<file path="config.mk">
export PLATFORM = sky130hd
export DESIGN_NAME = button_debounce_midi_event
export DESIGN_NICKNAME = d
export VERILOG_FILES = /design/src/rtl/bdm_pkg.sv /design/src/rtl/button_debounce_midi_event.sv /design/src/rtl/bdm_ram.sv /design/src/rtl/bdm_decode.sv
export SDC_FILE = /design/constraint.sdc
export NUM_CORES = 2
export LEC_CHECK = 0
export BUFFER_PORTS_ARGS = -buffer_cell sky130_fd_sc_hd__buf_2
export CAP_MARGIN = 25
export CORE_MARGIN = 2
export CORE_UTILIZATION = 62
export CTS_CLUSTER_DIAMETER = 40
export CTS_CLUSTER_SIZE = 16
export DETAILED_ROUTE_END_ITERATION = 10
export PLACE_DENSITY = 0.79
export SKIP_CTS_REPAIR_TIMING = 1
export SLEW_MARGIN = 0
export SYNTH_ARGS = -nofsm -noshare
export SYNTH_HDL_FRONTEND = slang
export SYNTH_SLANG_ARGS = --single-unit
</file>
<file path="constraint.sdc">
create_clock -name clk -period 7.27 [get_ports clk]
set_input_delay 1.454 -clock clk [delete_from_list [all_inputs] [get_ports clk]]
set_output_delay 1.454 -clock clk [all_outputs]
set_load 0.05 [all_outputs]
</file>
<file path="src/rtl/bdm_pkg.sv">
// shared types, codes and sizes of the button debounce / midi event block
// no dependencies; used by the top, bdm_decode and bdm_checker through scoped names
package bdm_pkg;

  localparam int NUM_BUTTONS  = 64;
  localparam int BTN_IDX_W    = (NUM_BUTTONS > 1) ? $clog2(NUM_BUTTONS) : 1;
  localparam int NUM_CHANNELS = 16;

  localparam logic [6:0] PROG_MAX   = 7'd127;
  localparam logic [7:0] MASK_RESET = 8'hF0;
  localparam logic [7:0] HIST_FULL  = 8'hFF;

  // register select (word address bit of paddr)
  localparam logic REG_DEBOUNCE_MASK = 1'b0;

  // opcodes
  localparam logic OP_SAMPLE  = 1'b0;
  localparam logic OP_SETTING = 1'b1;

  // setting fields
  localparam logic [2:0] FLD_KIND     = 3'd0;
  localparam logic [2:0] FLD_LATCHING = 3'd1;
  localparam logic [2:0] FLD_MIDI_ID  = 3'd2;
  localparam logic [2:0] FLD_CHANNEL  = 3'd3;
  localparam logic [2:0] FLD_VELOCITY = 3'd4;
  localparam logic [2:0] FLD_SKIP     = 3'd5;

  // message kinds
  localparam logic [6:0] KIND_NONE      = 7'd0;
  localparam logic [6:0] KIND_NOTE      = 7'd1;
  localparam logic [6:0] KIND_PROG      = 7'd2;
  localparam logic [6:0] KIND_PROG_INC  = 7'd3;
  localparam logic [6:0] KIND_PROG_DEC  = 7'd4;
  localparam logic [6:0] KIND_CC        = 7'd5;
  localparam logic [6:0] KIND_CC_RESET  = 7'd6;
  localparam logic [6:0] KIND_MMC_PLAY  = 7'd7;
  localparam logic [6:0] KIND_MMC_STOP  = 7'd8;
  localparam logic [6:0] KIND_MMC_PAUSE = 7'd9;
  localparam logic [6:0] KIND_MMC_REC   = 7'd10;
  localparam logic [6:0] KIND_RT_CLOCK  = 7'd11;
  localparam logic [6:0] KIND_RT_START  = 7'd12;
  localparam logic [6:0] KIND_RT_CONT   = 7'd13;
  localparam logic [6:0] KIND_RT_STOP   = 7'd14;
  localparam logic [6:0] KIND_RT_SENSE  = 7'd15;
  localparam logic [6:0] KIND_RT_RESET  = 7'd16;
  localparam logic [6:0] KIND_PRESET    = 7'd17;
  localparam logic [6:0] KIND_HOOK      = 7'd18;

  // result actions
  localparam logic [3:0] ACT_NONE     = 4'd0;
  localparam logic [3:0] ACT_NOTE_ON  = 4'd1;
  localparam logic [3:0] ACT_NOTE_OFF = 4'd2;
  localparam logic [3:0] ACT_PROG     = 4'd3;
  localparam logic [3:0] ACT_CC       = 4'd4;
  localparam logic [3:0] ACT_MMC      = 4'd5;
  localparam logic [3:0] ACT_RT       = 4'd6;
  localparam logic [3:0] ACT_PRESET   = 4'd7;
  localparam logic [3:0] ACT_HOOK     = 4'd8;

  // mmc commands and realtime status bytes
  localparam logic [7:0] MMC_PLAY    = 8'h02;
  localparam logic [7:0] MMC_STOP    = 8'h01;
  localparam logic [7:0] MMC_PAUSE   = 8'h09;
  localparam logic [7:0] MMC_REC_ON  = 8'h06;
  localparam logic [7:0] MMC_REC_OFF = 8'h07;
  localparam logic [7:0] RT_CLOCK    = 8'hF8;
  localparam logic [7:0] RT_START    = 8'hFA;
  localparam logic [7:0] RT_CONT     = 8'hFB;
  localparam logic [7:0] RT_STOP     = 8'hFC;
  localparam logic [7:0] RT_SENSE    = 8'hFE;
  localparam logic [7:0] RT_RESET    = 8'hFF;

  typedef struct packed {
    logic [6:0] kind;
    logic       latching;
    logic [6:0] midi_id;
    logic [3:0] channel;
    logic [6:0] velocity;
    logic       skip;
  } setting_t;

  // one memory word per button
  typedef struct packed {
    logic [7:0] history;
    logic       pressed;
    logic       latched;
    setting_t   cfg;
  } btn_rec_t;

  localparam int REC_W = $bits(btn_rec_t);

  // outcome of one transaction, decode -> top
  typedef struct packed {
    btn_rec_t   rec_nxt;
    logic       wr;
    logic       res_vld;
    logic       need_prog;
    logic       prog_dec;
    logic       state;
    logic [3:0] action;
    logic [6:0] data_one;
    logic [7:0] data_two;
    logic [3:0] chan;
  } eval_t;

endpackage

</file>
<file path="src/rtl/button_debounce_midi_event.sv">
// top level of the button debounce / midi event block
// depends on bdm_pkg, bdm_ram, bdm_decode
//
// One transaction on start/busy is either a raw sample of one button or a
// write of one of its settings. In a sample or setting write,
// the button's word (history, debounced bit, latch bit, settings) is read
// from the button ram in the accept cycle and decoded and written back in
// the next, while busy is high. Program increment/decrement events add an
// S_PROG state, since the per-channel program ram can only be addressed once
// the channel setting has come out of the button ram. A new transaction
// is accepted only while busy is low, after S_EXEC or S_PROG. A result,
// when there is one, shows on the out_ ports for exactly one cycle with
// out_valid high, in the first cycle with busy low again; the receiver must
// take it then, there is no back-pressure. At most one result per transaction.
// Reset clears the valid bits of both rams at once, so every button word
// and program value reads as zero right after reset with no clearing pass.
// debounce_mask (reset 0xF0) sits at byte address 0 of the apb port and
// must only be written while the block is idle.
module button_debounce_midi_event (
  input  logic        clk,
  input  logic        rst_n,
  // sample / setting transactions
  input  logic        start,
  output logic        busy,
  input  logic        in_opcode,
  input  logic [5:0]  in_button,
  input  logic        in_level,
  input  logic [2:0]  in_setting_field,
  input  logic [6:0]  in_setting_value,
  // event results
  output logic        out_valid,
  output logic [5:0]  out_button_out,
  output logic        out_reported_state,
  output logic [3:0]  out_action,
  output logic [6:0]  out_data_one,
  output logic [7:0]  out_data_two,
  output logic [3:0]  out_midi_channel,
  // apb configuration port
  input  logic        psel,
  input  logic        penable,
  input  logic        pwrite,
  input  logic [2:0]  paddr,
  input  logic [31:0] pwdata,
  output logic [31:0] prdata,
  output logic        pready
);

  typedef enum logic [1:0] {
    S_IDLE,
    S_EXEC,
    S_PROG
  } state_t;

  state_t     state_r;

  // latched transaction
  logic       op_r;
  logic       lvl_r;
  logic [2:0] fld_r;
  logic [6:0] val_r;
  logic [5:0] btn_r;
  logic       dec_r;

  logic [7:0] mask_r;

  logic       out_valid_r;
  logic [5:0] out_button_r;
  logic       out_state_r;
  logic [3:0] out_action_r;
  logic [6:0] out_d1_r;
  logic [7:0] out_d2_r;
  logic [3:0] out_chan_r;

  logic                      accept;
  logic                      in_range;
  logic [bdm_pkg::REC_W-1:0] btn_rd_data;
  bdm_pkg::btn_rec_t         rec;
  bdm_pkg::eval_t            ev;
  logic [6:0]                prog_rd_data;
  logic [6:0]                prog_nxt;
  logic                      mask_wr;

  assign busy     = (state_r != S_IDLE);
  assign accept   = start && !busy;
  // buttons past the configured count are dropped at the door
  assign in_range = ({3'b000, in_button} < 9'(bdm_pkg::NUM_BUTTONS));

  // ---------------------------------------------------------------------
  // apb register: debounce mask
  // ---------------------------------------------------------------------
  assign pready  = 1'b1;
  assign mask_wr = psel && penable && pwrite && pready &&
                   (paddr[2] == bdm_pkg::REG_DEBOUNCE_MASK);
  assign prdata  = (paddr[2] == bdm_pkg::REG_DEBOUNCE_MASK) ? {24'd0, mask_r} : 32'd0;

  always_ff @(posedge clk) begin
    if (!rst_n) begin
      mask_r <= bdm_pkg::MASK_RESET;
    end else if (mask_wr) begin
      mask_r <= pwdata[7:0];
    end
  end

  // ---------------------------------------------------------------------
  // button ram: read at accept, written back in the exec cycle
  // busy keeps the next read away until the write-back is done
  // ---------------------------------------------------------------------
  bdm_ram #(
    .WIDTH (bdm_pkg::REC_W),
    .DEPTH (bdm_pkg::NUM_BUTTONS)
  ) u_btn_ram (
    .clk     (clk),
    .rst_n   (rst_n),
    .rd_en   (accept),
    .rd_addr (bdm_pkg::BTN_IDX_W'(in_button)),
    .rd_data (btn_rd_data),
    .wr_en   ((state_r == S_EXEC) && ev.wr),
    .wr_addr (bdm_pkg::BTN_IDX_W'(btn_r)),
    .wr_data (ev.rec_nxt)
  );

  assign rec = bdm_pkg::btn_rec_t'(btn_rd_data);

  bdm_decode u_decode (
    .opcode (op_r),
    .level  (lvl_r),
    .field  (fld_r),
    .value  (val_r),
    .mask   (mask_r),
    .rec    (rec),
    .ev     (ev)
  );

  // ---------------------------------------------------------------------
  // per-channel program ram: read in exec at the button's channel,
  // saturating inc/dec written back in the following cycle
  // ---------------------------------------------------------------------
  bdm_ram #(
    .WIDTH (7),
    .DEPTH (bdm_pkg::NUM_CHANNELS)
  ) u_prog_ram (
    .clk     (clk),
    .rst_n   (rst_n),
    .rd_en   ((state_r == S_EXEC) && ev.need_prog),
    .rd_addr (ev.chan),
    .rd_data (prog_rd_data),
    .wr_en   (state_r == S_PROG),
    .wr_addr (out_chan_r),
    .wr_data (prog_nxt)
  );

  always_comb begin
    if (dec_r) begin
      prog_nxt = (prog_rd_data != 7'd0) ? (prog_rd_data - 7'd1) : prog_rd_data;
    end else begin
      prog_nxt = (prog_rd_data != bdm_pkg::PROG_MAX) ? (prog_rd_data + 7'd1) : prog_rd_data;
    end
  end

  // ---------------------------------------------------------------------
  // sequencer and registered result
  // ---------------------------------------------------------------------
  always_ff @(posedge clk) begin
    if (!rst_n) begin
      state_r     <= S_IDLE;
      out_valid_r <= 1'b0;
    end else begin
      out_valid_r <= 1'b0;
      case (state_r)
        S_IDLE: begin
          if (accept && in_range) begin
            op_r    <= in_opcode;
            lvl_r   <= in_level;
            fld_r   <= in_setting_field;
            val_r   <= in_setting_value;
            btn_r   <= in_button;
            state_r <= S_EXEC;
          end
        end
        S_EXEC: begin
          // result payload loaded always; only the strobe marks it
          out_button_r <= btn_r;
          out_state_r  <= ev.state;
          out_action_r <= ev.action;
          out_d1_r     <= ev.data_one;
          out_d2_r     <= ev.data_two;
          out_chan_r   <= ev.chan;
          dec_r        <= ev.prog_dec;
          if (ev.res_vld && ev.need_prog) begin
            state_r <= S_PROG;
          end else begin
            out_valid_r <= ev.res_vld;
            state_r     <= S_IDLE;
          end
        end
        S_PROG: begin
          out_d1_r    <= prog_nxt;
          out_valid_r <= 1'b1;
          state_r     <= S_IDLE;
        end
        default: state_r <= S_IDLE;
      endcase
    end
  end

  assign out_valid          = out_valid_r;
  assign out_button_out     = out_button_r;
  assign out_reported_state = out_state_r;
  assign out_action         = out_action_r;
  assign out_data_one       = out_d1_r;
  assign out_data_two       = out_d2_r;
  assign out_midi_channel   = out_chan_r;

endmodule

</file>
<file path="src/rtl/bdm_ram.sv">
// single-port-write / single-port-read synchronous ram with registered read data
// per-entry valid bits cleared by reset, an unwritten entry reads as zero
// no dependencies
module bdm_ram #(
  parameter int WIDTH = 8,
  parameter int DEPTH = 16
) (
  input  logic                                   clk,
  input  logic                                   rst_n,
  input  logic                                   rd_en,
  input  logic [((DEPTH > 1) ? $clog2(DEPTH) : 1)-1:0] rd_addr,
  output logic [WIDTH-1:0]                       rd_data,
  input  logic                                   wr_en,
  input  logic [((DEPTH > 1) ? $clog2(DEPTH) : 1)-1:0] wr_addr,
  input  logic [WIDTH-1:0]                       wr_data
);

  logic [WIDTH-1:0] mem [DEPTH];
  logic [DEPTH-1:0] vld_r;
  logic [WIDTH-1:0] rd_data_r;

  always_ff @(posedge clk) begin
    if (wr_en) begin
      mem[wr_addr] <= wr_data;
    end
  end

  always_ff @(posedge clk) begin
    if (!rst_n) begin
      vld_r <= '0;
    end else if (wr_en) begin
      vld_r[wr_addr] <= 1'b1;
    end
  end

  always_ff @(posedge clk) begin
    if (rd_en) begin
      rd_data_r <= vld_r[rd_addr] ? mem[rd_addr] : '0;
    end
  end

  assign rd_data = rd_data_r;

endmodule

</file>
<file path="src/rtl/bdm_decode.sv">
// per-transaction update of one button word and coding of its midi event
// depends on bdm_pkg
module bdm_decode (
  input  logic              opcode,
  input  logic              level,
  input  logic [2:0]        field,
  input  logic [6:0]        value,
  input  logic [7:0]        mask,
  input  bdm_pkg::btn_rec_t rec,
  output bdm_pkg::eval_t    ev
);

  logic [7:0] hist_new;
  logic       stable;
  logic       forced_mom;
  logic       latching;
  logic [6:0] kind;

  assign kind     = rec.cfg.kind;
  assign hist_new = {rec.history[6:0], level} | mask;
  assign stable   = (hist_new == mask) || (hist_new == bdm_pkg::HIST_FULL);

  assign forced_mom =
      ((kind >= bdm_pkg::KIND_PROG)     && (kind <= bdm_pkg::KIND_CC))        ||
      ((kind >= bdm_pkg::KIND_MMC_PLAY) && (kind <= bdm_pkg::KIND_MMC_PAUSE)) ||
      ((kind >= bdm_pkg::KIND_RT_CLOCK) && (kind <= bdm_pkg::KIND_PRESET));
  assign latching = (kind == bdm_pkg::KIND_MMC_REC) ? 1'b1 :
                    forced_mom ? 1'b0 : rec.cfg.latching;

  always_comb begin
    logic emit;
    emit       = 1'b1;
    ev         = '0;
    ev.rec_nxt = rec;
    ev.chan    = rec.cfg.channel;

    if (opcode == bdm_pkg::OP_SETTING) begin
      ev.wr = 1'b1;
      case (field)
        bdm_pkg::FLD_KIND:     ev.rec_nxt.cfg.kind     = value;
        bdm_pkg::FLD_LATCHING: ev.rec_nxt.cfg.latching = value[0];
        bdm_pkg::FLD_MIDI_ID:  ev.rec_nxt.cfg.midi_id  = value;
        bdm_pkg::FLD_CHANNEL:  ev.rec_nxt.cfg.channel  = value[3:0];
        bdm_pkg::FLD_VELOCITY: ev.rec_nxt.cfg.velocity = value;
        bdm_pkg::FLD_SKIP:     ev.rec_nxt.cfg.skip     = value[0];
        default:               ev.wr                   = 1'b0;
      endcase
    end else if (!rec.cfg.skip) begin
      ev.wr              = 1'b1;
      ev.rec_nxt.history = hist_new;
      if (stable && (level != rec.pressed)) begin
        ev.rec_nxt.pressed = level;
        ev.res_vld         = 1'b1;
        ev.state           = level;
        if (kind != bdm_pkg::KIND_NONE) begin
          if (latching) begin
            if (level) begin
              ev.rec_nxt.latched = ~rec.latched;
              ev.state           = ~rec.latched;
            end else begin
              ev.state = rec.latched;
              emit     = 1'b0;
            end
          end

          if (kind == bdm_pkg::KIND_HOOK) begin
            ev.action = bdm_pkg::ACT_HOOK;
          end else if (kind == bdm_pkg::KIND_PRESET) begin
            ev.action   = bdm_pkg::ACT_PRESET;
            ev.data_one = rec.cfg.midi_id;
          end else if (emit && ev.state) begin
            case (kind)
              bdm_pkg::KIND_NOTE: begin
                ev.action   = bdm_pkg::ACT_NOTE_ON;
                ev.data_one = rec.cfg.midi_id;
                ev.data_two = {1'b0, rec.cfg.velocity};
              end
              bdm_pkg::KIND_PROG: begin
                ev.action   = bdm_pkg::ACT_PROG;
                ev.data_one = rec.cfg.midi_id;
              end
              bdm_pkg::KIND_PROG_INC: begin
                ev.action    = bdm_pkg::ACT_PROG;
                ev.need_prog = 1'b1;
              end
              bdm_pkg::KIND_PROG_DEC: begin
                ev.action    = bdm_pkg::ACT_PROG;
                ev.need_prog = 1'b1;
                ev.prog_dec  = 1'b1;
              end
              bdm_pkg::KIND_CC, bdm_pkg::KIND_CC_RESET: begin
                ev.action   = bdm_pkg::ACT_CC;
                ev.data_one = rec.cfg.midi_id;
                ev.data_two = {1'b0, rec.cfg.velocity};
              end
              bdm_pkg::KIND_MMC_PLAY: begin
                ev.action   = bdm_pkg::ACT_MMC;
                ev.data_one = rec.cfg.midi_id;
                ev.data_two = bdm_pkg::MMC_PLAY;
              end
              bdm_pkg::KIND_MMC_STOP: begin
                ev.action   = bdm_pkg::ACT_MMC;
                ev.data_one = rec.cfg.midi_id;
                ev.data_two = bdm_pkg::MMC_STOP;
              end
              bdm_pkg::KIND_MMC_PAUSE: begin
                ev.action   = bdm_pkg::ACT_MMC;
                ev.data_one = rec.cfg.midi_id;
                ev.data_two = bdm_pkg::MMC_PAUSE;
              end
              bdm_pkg::KIND_MMC_REC: begin
                ev.action   = bdm_pkg::ACT_MMC;
                ev.data_one = rec.cfg.midi_id;
                ev.data_two = bdm_pkg::MMC_REC_ON;
              end
              bdm_pkg::KIND_RT_CLOCK: begin
                ev.action   = bdm_pkg::ACT_RT;
                ev.data_two = bdm_pkg::RT_CLOCK;
              end
              bdm_pkg::KIND_RT_START: begin
                ev.action   = bdm_pkg::ACT_RT;
                ev.data_two = bdm_pkg::RT_START;
              end
              bdm_pkg::KIND_RT_CONT: begin
                ev.action   = bdm_pkg::ACT_RT;
                ev.data_two = bdm_pkg::RT_CONT;
              end
              bdm_pkg::KIND_RT_STOP: begin
                ev.action   = bdm_pkg::ACT_RT;
                ev.data_two = bdm_pkg::RT_STOP;
              end
              bdm_pkg::KIND_RT_SENSE: begin
                ev.action   = bdm_pkg::ACT_RT;
                ev.data_two = bdm_pkg::RT_SENSE;
              end
              bdm_pkg::KIND_RT_RESET: begin
                ev.action   = bdm_pkg::ACT_RT;
                ev.data_two = bdm_pkg::RT_RESET;
              end
              default: ev.action = bdm_pkg::ACT_NONE;
            endcase
          end else if (emit) begin
            case (kind)
              bdm_pkg::KIND_NOTE: begin
                ev.action   = bdm_pkg::ACT_NOTE_OFF;
                ev.data_one = rec.cfg.midi_id;
              end
              bdm_pkg::KIND_CC_RESET: begin
                ev.action   = bdm_pkg::ACT_CC;
                ev.data_one = rec.cfg.midi_id;
              end
              bdm_pkg::KIND_MMC_REC: begin
                ev.action   = bdm_pkg::ACT_MMC;
                ev.data_one = rec.cfg.midi_id;
                ev.data_two = bdm_pkg::MMC_REC_OFF;
              end
              default: ev.action = bdm_pkg::ACT_NONE;
            endcase
          end
        end
      end
    end
  end

endmodule

</file>
# Word-level counts from Yosys, hierarchy flattened
# Memory sizes are Yosys's and may differ from the RTL's. A register that Yosys moved wholly into a read port is not among the register bits.
# Cells that the tools add are included.
classes:
  muxes: 71
  n_reduce_logical: 43
  n_bitwise: 8
  magnitude_cmp: 12
  multipliers: 0
  shifts: 0
  n_eq_ne: 30
  addsub: 2
  n_div: 0
ops:
  columns: ["cell", "count"]
  rows:
  - ["$pmux 8 s11", 1]
  - ["$or 64x64->64", 1]
  - ["$eq 7x4->1 const B", 8]
  - ["$mux 7", 8]
  - ["$mux 23", 2]
  - ["$mux 1", 31]
  - ["$eq 7x3->1 const B", 4]
  - ["$mux 27", 1]
  - ["$mux 24", 1]
  - ["$mux 22", 1]
  - ["$eq 7x5->1 const B", 3]
  - ["$mux 10", 2]
  - ["$mux 19", 1]
  - ["$mux 18", 1]
  - ["$reduce_or 6->1", 3]
  - ["$mux 8", 2]
  - ["$or 16x16->16", 1]
  - ["$mux 15", 1]
  - ["$pmux 3 s5", 1]
  - ["$eq 7x2->1 const B", 2]
  - ["$logic_and 1x1->1", 14]
  - ["$lt 6x7->1 const B", 2]
  - ["$pmux 7 s2", 1]
  - ["$reduce_bool 7->1", 2]
  - ["other kinds (48)", 72]
totals:
  regBits: 140
  latchBits: 0
  out_inout_bits: 65
  inputBits: 59
  mem_bits_rw: 2480
  n_memories: 2
  romBits: 0
  elab_cells: 186
mem_list:
  columns: ["memory", "depth", "word_bits", "read_ports", "rd_clocked_by_memory_dff", "write_ports", "line_no", "rtl"]
  rows:
  - ["u_btn_ram.mem", 64, 37, 1, 1, 1, "bdm_ram.sv:18", "logic [WIDTH-1:0] mem [DEPTH];"]
  - ["u_prog_ram.mem", 16, 7, 1, 1, 1, "bdm_ram.sv:18", null]

# Logic depth before layout (Yosys ltp)
depth:
  word_depth: 22
  mapped_depth: 10

# Cells and area by module
# A second synthesis with hierarchy kept.
unflattened:
  hier_cells: 4782
  area_unflattened_um2: 102711.0
by_module_without_submodules:
  columns: ["mod", "cells_each", "area_each_um2", "instances"]
  rows:
  - ["bdm_ram at u_btn_ram", 4084, 93220.7, 1]
  - ["bdm_ram at u_prog_ram", 246, 5208.7, 1]
  - ["button_debounce_midi_event", 224, 2767.7, 1]
  - ["bdm_decode", 228, 1514.0, 1]

# Least setup slack after synthesis
# Ideal clock, no wire load.
synth_timing:
  path_kind: "flip-flop to flip-flop"
  from: "register op_r"
  to: "memory u_btn_ram.mem[0][33] in the netlist's numbering (data pin)"
  period_less_slack_ns: 4.370
  setup_slack_ns: 2.900
  t_arrival_ns: 3.668
  path_stages_with_launch: 5
  path_buffers: 2
  t_required_ns: 6.568
  path_cell_list: "edfxtp_1 or2_2 clkbuf_1 clkbuf_1 o21ai_0"
synth_lines:
  columns: ["item", "line_no", "rtl"]
  rows:
  - ["start, declared", "button_debounce_midi_event.sv:57", "logic op_r;"]
  - ["start signal, assigned", "button_debounce_midi_event.sv:172", "op_r <= in_opcode;"]
  - ["end, declared", "bdm_ram.sv:18", null]

==> flow_summary.rst <==
.. list-table::
   :header-rows: 1

   * - Metric
     - Value
   * - Outcome
     - completed
   * - Endpoint kind of the worst setup timing path
     - register
   * - Worst R2R Start
     - lvl_r
   * - Post-CTS clock slew at the launch and capture registers of the worst setup and hold paths
     - roughly 70 ps
   * - Endpoints failing hold
     - 0
   * - PD cells
     - ~280 nW/um^2
   * - Total standard cell area after synthesis
     - 99600 um^2
   * - Pint
     - between 20 and 30 mW
   * - Placement row count
     - 147
   * - Required time at the worst-slack endpoint
     - just under 8000 ps
   * - Combinational Power Share
     - under 10%
   * - Final critical delay including setup and external delays
     - between 4000 and 5000 ps
   * - Deepest level of the CTS H-tree
     - 5
   * - Rel. slew slack
     - ~17%
   * - Launch point of the worst path
     - lvl_r
   * - Worst R2R Path Depth
     - 8
   * - Area fraction of the dominant cell type after synthesis
     - approximately three quarters
   * - Post-detailed-routing wire length
     - ~270000 um
   * - Chip Width
     - around 400 um
   * - Aggregate global-route resource usage
     - between 30% and 40%
   * - Number of instances in the synthesized netlist
     - 4613
   * - Via count of the first global-routing pass
     - 53000
   * - Kind of critical path
     - register to register
   * - Count of buffers from port buffering
     - about 70
   * - CP Buf/Inv Count
     - 3
   * - Initial Util
     - between 60% and 70%
   * - Number of buffers added by the clock tree synthesis step
     - ~280
   * - CTS Buffer Depth
     - 4
   * - Area growth from synthesis to layout
     - 13.2%
   * - Hold Path Sink
     - u_btn_ram.vld_r[50]
   * - Total instance count after detailed placement
     - approximately 6700
   * - Nets@finish
     - between 4000 and 5000
   * - Max Fanout on Critical Path
     - 64
   * - Hold Path Stages
     - 1
   * - Min-delay src
     - u_btn_ram.vld_r[50]
   * - Clock power share
     - a little over two fifths
   * - Buffer cell driving the clock tree root
     - sky130_fd_sc_hd__clkbuf_16
   * - Arrival time at the worst endpoint
     - about 4900 ps
   * - Worst R2R End
     - u_btn_ram.mem[39][27]
   * - Total via count in the routed design
     - between 50000 and 60000
   * - Peak supply drop
     - roughly 0.00026 V
   * - Drt initial violations
     - between 8000 and 9000
   * - Post-synthesis async set-or-reset flop share
     - 0%
   * - Total chip power
     - around 32 mW
   * - Wire length of the first global-routing pass
     - between 300000 and 400000 um
   * - Full die area
     - between 150000 and 200000 um^2
   * - TritonCTS clock tree
     - built
   * - Top cells by area in the synthesized netlist
     - sky130_fd_sc_hd__edfxtp_1, sky130_fd_sc_hd__mux4_2, sky130_fd_sc_hd__a22oi_1
   * - Routed WL per cell
     - about 37 um
   * - Critical path cell sequence
     - inv_2, o22ai_1, or4_4, a211oi_4, inv_1, nor4_1, xor2_4, buf_4
   * - Accumulated negative setup slack
     - 0 ps
   * - Peak Freq
     - approximately 230 MHz
   * - GR Overflow Total
     - 0
   * - Vias/cell
     - 7.39
   * - Max incr delay on CP
     - roughly 820 ps
   * - Final setup violation count
     - 0
   * - Layout cells sized above 1
     - 28.5%
   * - Detailed Place HPWL
     - between 100000 and 150000 um
   * - Area leader, netlist
     - sky130_fd_sc_hd__edfxtp_1
   * - Crit path launch type
     - register
   * - Sinks on the clock net
     - around 2600
   * - Mean instance size in the synthesized netlist
     - around 22 um^2
   * - Post-route fraction of the period consumed by the critical path
     - 59.2%
   * - Share of total power consumed by net switching
     - between 20% and 30%
   * - RSZ-0062 raised after global routing
     - no
   * - Crit path max-delay family
     - simple AND/OR/NAND/NOR gates
   * - Antenna violations before repair
     - 8
   * - Initial DRT Pass Iterations
     - 7
   * - ANT nets after route
     - 0
   * - Number of enable-type register cells in the synthesized netlist
     - 2508
   * - Die boundary height
     - between 400 and 500 um
   * - Net Switching
     - around 7 mW
   * - Worst reg2reg setup slack
     - a little under 3000 ps
   * - Static leakage
     - about 36 nW
   * - Largest net degree at the start of global routing
     - between 100 and 150
   * - Slew Limit Fails
     - 0
   * - Clock latency reported for the late side of the worst-skew pair
     - approximately 900 ps
   * - Synthesis warning total
     - 0
   * - Library cell with the highest instance count after synthesis
     - sky130_fd_sc_hd__edfxtp_1
   * - Maximum Capacitance Violations
     - 0
   * - Largest clock skew in the final design
     - 40.5 ps
   * - Placeable core region
     - between 150000 and 200000 um^2
   * - Relative contribution of sequential cells to total power
     - between 50 and 60%
   * - Synth cell count leaders
     - sky130_fd_sc_hd__edfxtp_1, sky130_fd_sc_hd__mux4_2, sky130_fd_sc_hd__a22oi_1, sky130_fd_sc_hd__clkbuf_1, sky130_fd_sc_hd__nand2_1
   * - Final instance count without filler cells
     - slightly above 7000
   * - Register bit count reported by yosys
     - between 2000 and 3000
   * - GP Congestion
     - a little under 0.9
   * - CP max-delay cell
     - sky130_fd_sc_hd__nor4_1
   * - Remaining DRCs
     - 0
   * - Fraction of the yosys area taken by sequential cells
     - between 70 and 80%
   * - Io pins
     - ~120
   * - Slew at the pin closest to its max-slew limit
     - 1240 ps
   * - Number of distinct library cells after synthesis
     - between 60 and 70
   * - Hold Crit Class
     - register to register
   * - Main flop type after synthesis
     - sky130_fd_sc_hd__edfxtp_1
placed cells by master (no fill, tap or decap), types with 19 or more instances in the layout:
master                       netlist  layout
sky130_fd_sc_hd__edfxtp_1       2508    2508
sky130_fd_sc_hd__mux4_2          631     631
sky130_fd_sc_hd__clkbuf_16         0     283
sky130_fd_sc_hd__a22oi_1         262     262
sky130_fd_sc_hd__nand2_1         141     141
sky130_fd_sc_hd__buf_4            36     140
sky130_fd_sc_hd__a21oi_1         122     122
sky130_fd_sc_hd__dfxtp_1          91      91
sky130_fd_sc_hd__o21a_1           81      81
sky130_fd_sc_hd__buf_2            76      69
sky130_fd_sc_hd__nor2_4            0      66
sky130_fd_sc_hd__a211oi_1         44      44
sky130_fd_sc_hd__nor2_1          107      41
sky130_fd_sc_hd__inv_6             0      32
sky130_fd_sc_hd__clkinv_1          0      29
sky130_fd_sc_hd__buf_12            0      29
sky130_fd_sc_hd__inv_1            28      28
sky130_fd_sc_hd__clkbuf_1        144      28
sky130_fd_sc_hd__conb_1            2      25
sky130_fd_sc_hd__o21ai_0          40      23
sky130_fd_sc_hd__bufinv_16         0      23
sky130_fd_sc_hd__nand3_1          21      21
sky130_fd_sc_hd__a211oi_2         20      20
sky130_fd_sc_hd__clkinv_2          0      20
sky130_fd_sc_hd__clkinvlp_4        0      20
sky130_fd_sc_hd__mux2_2           19      19
sky130_fd_sc_hd__nor3_1           19      19
sky130_fd_sc_hd__nor2b_1          20      19
power by group through the flow:
stage	Combinational (mW)	Sequential, mW	Clock [mW]
2_1_floorplan	0.927	16.9	0
3_3_place_gp	1.34	16.9	0
3_5_place_dp	1.39	16.9	0
4_1_cts	1.42	16.5	14.1
5_1_grt	1.55	16.5	14.6
6_report	1.48	16.5	14.1
worst reg2reg max path: cells and delay by family (launching register included):
| family | cells | cell delay (ps) |
|---|---|---|
| AOI/OAI and AO/OA | 2 | 710 |
| xor gates and xnor gates | 1 | 160 |
| buffers and inverters | 3 | 1050 |
| DFF | 1 | 670 |
| and+or+nand+nor | 2 | 1280 |
state kept, by name, indices dropped and copies added (netlist names), 7 cells and up:
register and flops:
u_btn_ram.mem 2304, u_prog_ram.mem 112, u_btn_ram.vld_r 64, u_btn_ram.rd_data 36, u_prog_ram.vld_r 16, mask_r 8, out_data_two 8, out_data_one 7
u_prog_ram.rd_data 7, val_r 7
how the worst max path moves through the flow:
stage | to | slack [ps] | depth (start not counted)
finish | u_btn_ram.mem[39][27] | 2970 | 8
global route | u_btn_ram.mem[39][27] | 2960 | 8
CTS | u_btn_ram.mem[39][27] | 3010 | 8
detailed placement | u_btn_ram.rd_data[16] | 2320 | 8
global placement | u_btn_ram.rd_data[27] | 2330 | 7
floorplan | u_btn_ram.mem[0][33] | 2900 | 4
metrics by stage:
stage,instance area [um^2],worst slack (ps),utilization [%],hold WS [ps]
floorplan,99700,2900,-,421
global placement,103000,2330,64.6,441
detailed placement,103000,2320,64.6,448
CTS,112000,3010,70.2,462
global route,113000,2960,70.5,471
finish,113000,2970,70.5,463
layout make-up:
| class | count | area [um^2] |
|---|---|---|
| Clock buffer | 313 | 7210 |
| Clock inverter | 162 | 1750 |
| Inverter | 29 | 109 |
| Tap cell | 2086 | 2610 |
| Fill cell | 8683 | 47200 |
| Antenna cell | 2 | 5.00 |
| Multi-Input combinational cell | 1714 | 21800 |
| Timing Repair Buffer | 251 | 2150 |
| Sequential cell | 2599 | 77100 |
routing by layer:
| layer | vias to the layer above | global-route usage, % | part of all wire (%) |
|---|---|---|---|
| met4 | 8 | 15.2 | 5.0 |
| met1 | 27200 | 45.0 | 34 |
| met2 | 4809 | 50.2 | 47 |
| met3 | 909 | 8.56 | 14 |
| met5 | - | 0 | 0.018 |
| li1 | 20000 | - | - |
cell families (layout without fill, tap and decap cells):
group,count (synthesis),after routing,share of synthesized area [%]
and+or+nand+nor,375,375,1.76
DFF,2599,2599,77.4
muxes,656,656,14.5
buffers and inverters,323,755,1.49
xor gates and xnor gates,6,6,0.0527
adders and majority gates,6,6,0.0754
other,2,27,0.00754
AOI/OAI and AO/OA,646,646,4.65
No activity file was read; power rests on OpenSTA's default activity.
